$ cat config.mk
export PLATFORM = sky130hd
export DESIGN_NAME = bqc_datapath
export DESIGN_NICKNAME = d
export VERILOG_FILES = /design/src/design/bqc_pkg.sv /design/src/design/bqc_datapath.sv
export SDC_FILE = /design/constraint.sdc
export NUM_CORES = 2
export LEC_CHECK = 0
export BUFFER_PORTS_ARGS = -buffer_cell sky130_fd_sc_hd__buf_2
export CAP_MARGIN = 10
export CORE_MARGIN = 1.5
export CORE_UTILIZATION = 47
export CTS_BUF_LIST = sky130_fd_sc_hd__clkbuf_8
export DETAILED_ROUTE_END_ITERATION = 8
export PLACE_DENSITY = 0.61
export RECOVER_POWER = 100
export SLEW_MARGIN = 20
export SYNTH_ARGS = -nofsm -noshare
export SYNTH_HDL_FRONTEND = slang
export SYNTH_SLANG_ARGS = --single-unit
$ cat constraint.sdc
create_clock -name clk -period 9.3 [get_ports clk]
set_input_delay 0 -clock clk [delete_from_list [all_inputs] [get_ports clk]]
set_output_delay 0 -clock clk [all_outputs]
set_load 0.005 [all_outputs]
$ cat src/design/bqc_pkg.sv
package bqc_pkg;

  // Operation codes carried by an input word.
  localparam logic [1:0] OP_FILTER = 2'd0;
  localparam logic [1:0] OP_COEF   = 2'd1;
  localparam logic [1:0] OP_CLEAR  = 2'd2;

  // Coefficient slots inside one section.
  localparam logic [2:0] COEF_B0  = 3'd0;
  localparam logic [2:0] COEF_B1  = 3'd1;
  localparam logic [2:0] COEF_B2  = 3'd2;
  localparam logic [2:0] COEF_NA1 = 3'd3;
  localparam logic [2:0] COEF_NA2 = 3'd4;
  localparam int NUM_COEFS = 5;

  // Program counter of the sequencer.
  localparam int PC_W = 4;
  localparam logic [PC_W-1:0] STEP_FIRST = 4'd0;
  localparam logic [PC_W-1:0] STEP_EMIT  = 4'd11;

  typedef enum logic [0:0] {
    MUL_X  = 1'b0,
    MUL_YR = 1'b1
  } mul_src_t;

  typedef enum logic [1:0] {
    ACC_NOP     = 2'd0,
    ACC_LOAD_Z1 = 2'd1,
    ACC_LOAD_Z2 = 2'd2,
    ACC_ADD     = 2'd3
  } acc_op_t;

  typedef enum logic [1:0] {
    ACC2_NOP  = 2'd0,
    ACC2_LOAD = 2'd1,
    ACC2_ADD  = 2'd2
  } acc2_op_t;

  typedef enum logic [1:0] {
    FLOW_NEXT        = 2'd0,
    FLOW_SECTION_END = 2'd1,
    FLOW_EMIT        = 2'd2
  } flow_t;

  // One control word of the microprogram.
  typedef struct packed {
    logic [2:0] coef_sel;
    mul_src_t   mul_src;
    acc_op_t    acc_op;
    acc2_op_t   acc2_op;
    logic       y_sat;
    logic       yr_en;
    flow_t      flow;
  } ucode_t;

  // Microprogram for one section. A coefficient read issued in a step is
  // registered in coef_rd, multiplied into prod, rounded into pr and then summed.
  function automatic ucode_t ucode(input logic [PC_W-1:0] pc);
    ucode_t uc;
    uc = '0;
    case (pc)
      4'd0: begin
        uc.coef_sel = COEF_B0;
      end
      4'd1: begin
        uc.coef_sel = COEF_B1;
        uc.mul_src  = MUL_X;
      end
      4'd2: begin
        uc.coef_sel = COEF_B2;
        uc.mul_src  = MUL_X;
      end
      4'd3: begin
        uc.mul_src = MUL_X;
        uc.acc_op  = ACC_LOAD_Z1;
      end
      4'd4: begin
        uc.y_sat  = 1'b1;
        uc.acc_op = ACC_LOAD_Z2;
      end
      4'd5: begin
        uc.yr_en    = 1'b1;
        uc.acc2_op  = ACC2_LOAD;
        uc.coef_sel = COEF_NA1;
      end
      4'd6: begin
        uc.coef_sel = COEF_NA2;
        uc.mul_src  = MUL_YR;
      end
      4'd7: begin
        uc.mul_src = MUL_YR;
      end
      4'd8: begin
        uc.acc_op = ACC_ADD;
      end
      4'd9: begin
        uc.acc2_op = ACC2_ADD;
      end
      4'd10: begin
        uc.flow = FLOW_SECTION_END;
      end
      4'd11: begin
        uc.flow = FLOW_EMIT;
      end
      default: begin
        uc.flow = FLOW_EMIT;
      end
    endcase
    return uc;
  endfunction

  // Clamp a 44-bit sum to 40 bits.
  function automatic logic [39:0] sat40(input logic [43:0] v);
    logic [39:0] r;
    if (v[43:39] == {5{v[43]}}) begin
      r = v[39:0];
    end else if (v[43]) begin
      r = {1'b1, 39'd0};
    end else begin
      r = {1'b0, {39{1'b1}}};
    end
    return r;
  endfunction

  // Clamp a 33-bit value to 32 bits.
  function automatic logic [31:0] sat32(input logic [32:0] v);
    logic [31:0] r;
    if (v[32] == v[31]) begin
      r = v[31:0];
    end else if (v[32]) begin
      r = {1'b1, 31'd0};
    end else begin
      r = {1'b0, {31{1'b1}}};
    end
    return r;
  endfunction

  // Clamp a 32-bit value to 24 bits.
  function automatic logic [23:0] sat24(input logic [31:0] v);
    logic [23:0] r;
    if (v[31:23] == {9{v[31]}}) begin
      r = v[23:0];
    end else if (v[31]) begin
      r = {1'b1, 23'd0};
    end else begin
      r = {1'b0, {23{1'b1}}};
    end
    return r;
  endfunction

endpackage

$ cat src/design/bqc_datapath.sv
module bqc_datapath #(
  parameter int MAX_SECTIONS = 8,
  localparam int SEC_W = (MAX_SECTIONS > 1) ? $clog2(MAX_SECTIONS) : 1
) (
  input  logic            clk,
  input  logic            rst,
  input  bqc_pkg::ucode_t ctl,
  input  logic [SEC_W-1:0] sec,
  input  logic [31:0]     coef,
  input  logic            start,
  input  logic [23:0]     sample,
  input  logic            clear,
  output logic [31:0]     x
);
  import bqc_pkg::*;

  logic [63:0] prod;
  logic [63:0] prod_rnd;
  logic [41:0] pr;
  logic [43:0] pr_ext;
  logic [43:0] acc;
  logic [43:0] acc2;
  logic [39:0] y;
  logic [40:0] y_rnd;
  logic [31:0] yr;
  logic [31:0] mul_opnd;
  logic [39:0] z1 [MAX_SECTIONS];
  logic [39:0] z2 [MAX_SECTIONS];

  // The one multiplier, followed by a round-half-up to Q.31.
  assign mul_opnd = (ctl.mul_src == MUL_YR) ? yr : x;
  assign prod_rnd = prod + 64'd2097152;
  assign pr_ext   = {{2{pr[41]}}, pr};
  assign y_rnd    = {y[39], y} + 41'd128;

  always_ff @(posedge clk) begin
    prod <= 64'($signed(coef) * $signed(mul_opnd));
    pr   <= prod_rnd[63:22];
  end

  // Accumulators, section output and the signal passed between sections.
  always_ff @(posedge clk) begin
    case (ctl.acc_op)
      ACC_LOAD_Z1: acc <= pr_ext + {{4{z1[sec][39]}}, z1[sec]};
      ACC_LOAD_Z2: acc <= pr_ext + {{4{z2[sec][39]}}, z2[sec]};
      ACC_ADD:     acc <= acc + pr_ext;
      default:     acc <= acc;
    endcase
    case (ctl.acc2_op)
      ACC2_LOAD: acc2 <= pr_ext;
      ACC2_ADD:  acc2 <= acc2 + pr_ext;
      default:   acc2 <= acc2;
    endcase
    if (ctl.y_sat) begin
      y <= sat40(acc);
    end
    if (ctl.yr_en) begin
      yr <= sat32(y_rnd[40:8]);
    end
    if (start) begin
      x <= {{8{sample[23]}}, sample};
    end else if (ctl.flow == FLOW_SECTION_END) begin
      x <= yr;
    end
  end

  // Delay states: cleared by reset or a clear word, written at section end.
  always_ff @(posedge clk) begin
    if (rst || clear) begin
      for (int i = 0; i < MAX_SECTIONS; i++) begin
        z1[i] <= '0;
        z2[i] <= '0;
      end
    end else if (ctl.flow == FLOW_SECTION_END) begin
      z1[sec] <= sat40(acc);
      z2[sec] <= sat40(acc2);
    end
  end

endmodule

==> metrics.txt <==
hold crit path type in2reg; routed length on met2 approximately 110,000 µm; relative slew slack -186%; cell family with most CP delay adder cells; Min Hold Slack ~0.10 ns; DRT iter0 DRCs 4,624; Mapped Cells slightly below 8,000; Clock Path Buffers 3; Worst Tran Pin Value 4.28 ns; worst clock skew roughly 0.044 ns; initial antenna violation count 4; Chip Height roughly 420 µm; # rows approximately 150; Initial Utilization a little under half; Final period util 94.0%; number of buffers created by CTS 148; Worst setup EP type flop; GRT Resource Usage Total 26.8%; Die Footprint 174,000 µm²; Final Hold Viols 0; status finished with violations; CP startpoint yr[5]$_DFFE_PP_; setup bufs post-CTS 0; Critical R2R Launch yr[5]$_DFFE_PP_; RePlAce Congestion approximately 0.94; Max FO, Critical Path 25; clk root buf clkbuf_8; Setup Viol. Count Final 0; wire length per cell approximately 23 µm; PortBufs ~100; met3 WL 16,500 µm; worst skew pair latency 0.87 ns; post-synth net total between 9,000 and 10,000; H-tree depth 4; top_reg_cell synth edfxtp_1; most used cell, CP fa_1; crit path launch type flop; Via Count 57,312; total DRC errors in the routed layout 0; setup_tns 0 ns; Post-synth ARST share 0%; Synth area leaders edfxtp_1 31%, fa_1 27%, ha_1 5.5%, inv_1 4.9%, nor2_1 3.6%; vias per std cell 5.69; post-synthesis average cell area roughly 10 µm²; die width 417 µm; net count reported at finish approximately 9,300; most common cell in the netlist fa_1; part of the Yosys area used for sequential elements approximately 33%; most frequent cells after synthesis 1,085 x fa_1, 1,059 x inv_1, 825 x edfxtp_1; crit path buf inv count 3; I/O pin count roughly 110; fmax around 110 MHz; detailed placer's ending HPWL roughly 170,000 µm; synthesized area about 81,000 µm²; clock-pin transition on the worst setup and hold timing paths 0.06 ns; DP Cell Count 9,748; post-synth top area cell edfxtp_1; RSZ-0062 raised after global routing no; EDFF count, synth ~830; vias in the first global route roughly 61,000; number of synthesized register bits between 900 and 1,000; antenna-violating nets left 0; largest net degree at the start of global routing 84; Data arrival, critical path 9.51 ns; slowest stage delay, CP 0.60 ns; slowest cell on the critical path a221oi_1; uppermost routed layer met4; CTS tree yes; Worst Setup Path Type reg2reg; max_cap viols 40; Core ar. between 150,000 and 200,000 µm²; Worst Hold Launch ctl[4]; layout cells sized above 1 under 10%; total wire length 230,000 µm; first-pass GRT wire length between 300,000 and 400,000 µm; violated checks capacitance limit, slew limit; Synth warnings 0; gr ovfl total 0; Req. time, crit path 10.07 ns; synthesis-to-layout area growth 7.49%; post-synth top area share a little under a third; Non-Filler Instances 10,076; CTS sink count 910; fin crit period roughly 8.7 ns; Slew Viols, Final 1,555; Synth cell types 86; WL met1 about 98,000 µm; DRT Pass-1 Iters 6
## metal layers
layer | up-vias | track usage [%]
li1 | 25454 | -
met1 | 29281 | 37.3
met2 | 2202 | 43.9
met3 | 375 | 3.67
met4 | 0 | 7.61
met5 | - | 0
## worst reg2reg max path, delay by kind of cell, from the launching register on
kind	cells	cell delay [ns]
compound gates	10	2.61
xor+xnor	1	0.15
fa+ha+maj	9	4.41
buf+inv	3	0.42
flops	1	0.38
mux	1	0.52
simple gates	1	0.18
## path summary, 6_finish.rpt
check | to | depth (start not counted) | slack [ns]
setup / recovery | prod[54]$_DFF_P_ | 25 | 0.56
hold / removal | acc2[7]$_DFFE_PP_ | 5 | 0.10
setup reg to reg | prod[54]$_DFF_P_ | 25 | 0.56
hold reg to reg | pr[8]$_DFF_P_ | 1 | 0.47
## layout make-up
cell class | instances | area (µm²)
diodes | 2 | 5.00
clock buffers | 148 | 2040
clock inverters | 104 | 574
fillers | 15264 | 83100
inverters | 1059 | 3980
multi-input cells | 5342 | 48800
flip-flops and latches | 910 | 26500
well taps | 2218 | 2780
repair buffers | 293 | 2120
## timing repair
action | CTS | global route
hold buffers | 73 | 0
endpoints found under the hold margin | 179 | 0
gates resized for setup | 0 | 0
## sequential cells by signal, indices dropped and copies added, names as in the netlist
register	flops
acc2	44
yr	32
x	32
acc	44
z2	320
pr	42
y	33
prod	43
z1	320
## through the flow
step / instance area [µm²] / worst slack (ns) / util, %
floorplan: 80700 / 0.625 / -
CTS: 87100 / 0.725 / 51.3
detailed placement: 83700 / 0.497 / 49.3
finish: 86700 / 0.557 / 51.1
global placement: 83700 / 0.482 / 49.3
global route: 86700 / 0.181 / 51.1
## placed cells by master (no fill, tap or decap), types with 85 or more instances in the layout
master    Yosys  routed
dfxtp_1      85      85
edfxtp_1    825     825
a22oi_1     322     322
nor2_1      779     777
xor2_1      107     107
clkbuf_8      0     148
a21oi_1     264     268
a21o_1      135     135
fa_1       1085    1085
nand4_1     129     129
nor2b_1     271     271
xnor2_1     167     167
ha_1        353     352
o21ai_0     144     149
and2_1      289     287
nand2_1     660     660
inv_1      1059    1115
## cells by family after synthesis
group,after synthesis,share of synthesized area (%)
AND/OR/NAND/NOR,2421,14.3
flip-flops,910,32.8
buffers and inverters,1469,6.87
adder cells (fa/ha/maj),1438,32.4
multiplexers,99,1.39
XOR/XNOR,274,2.97
AO/OA/AOI/OAI,1110,9.30
Power is not shown: default switching activity piles up to over one toggle a cycle in this logic, so the estimate is an artifact.
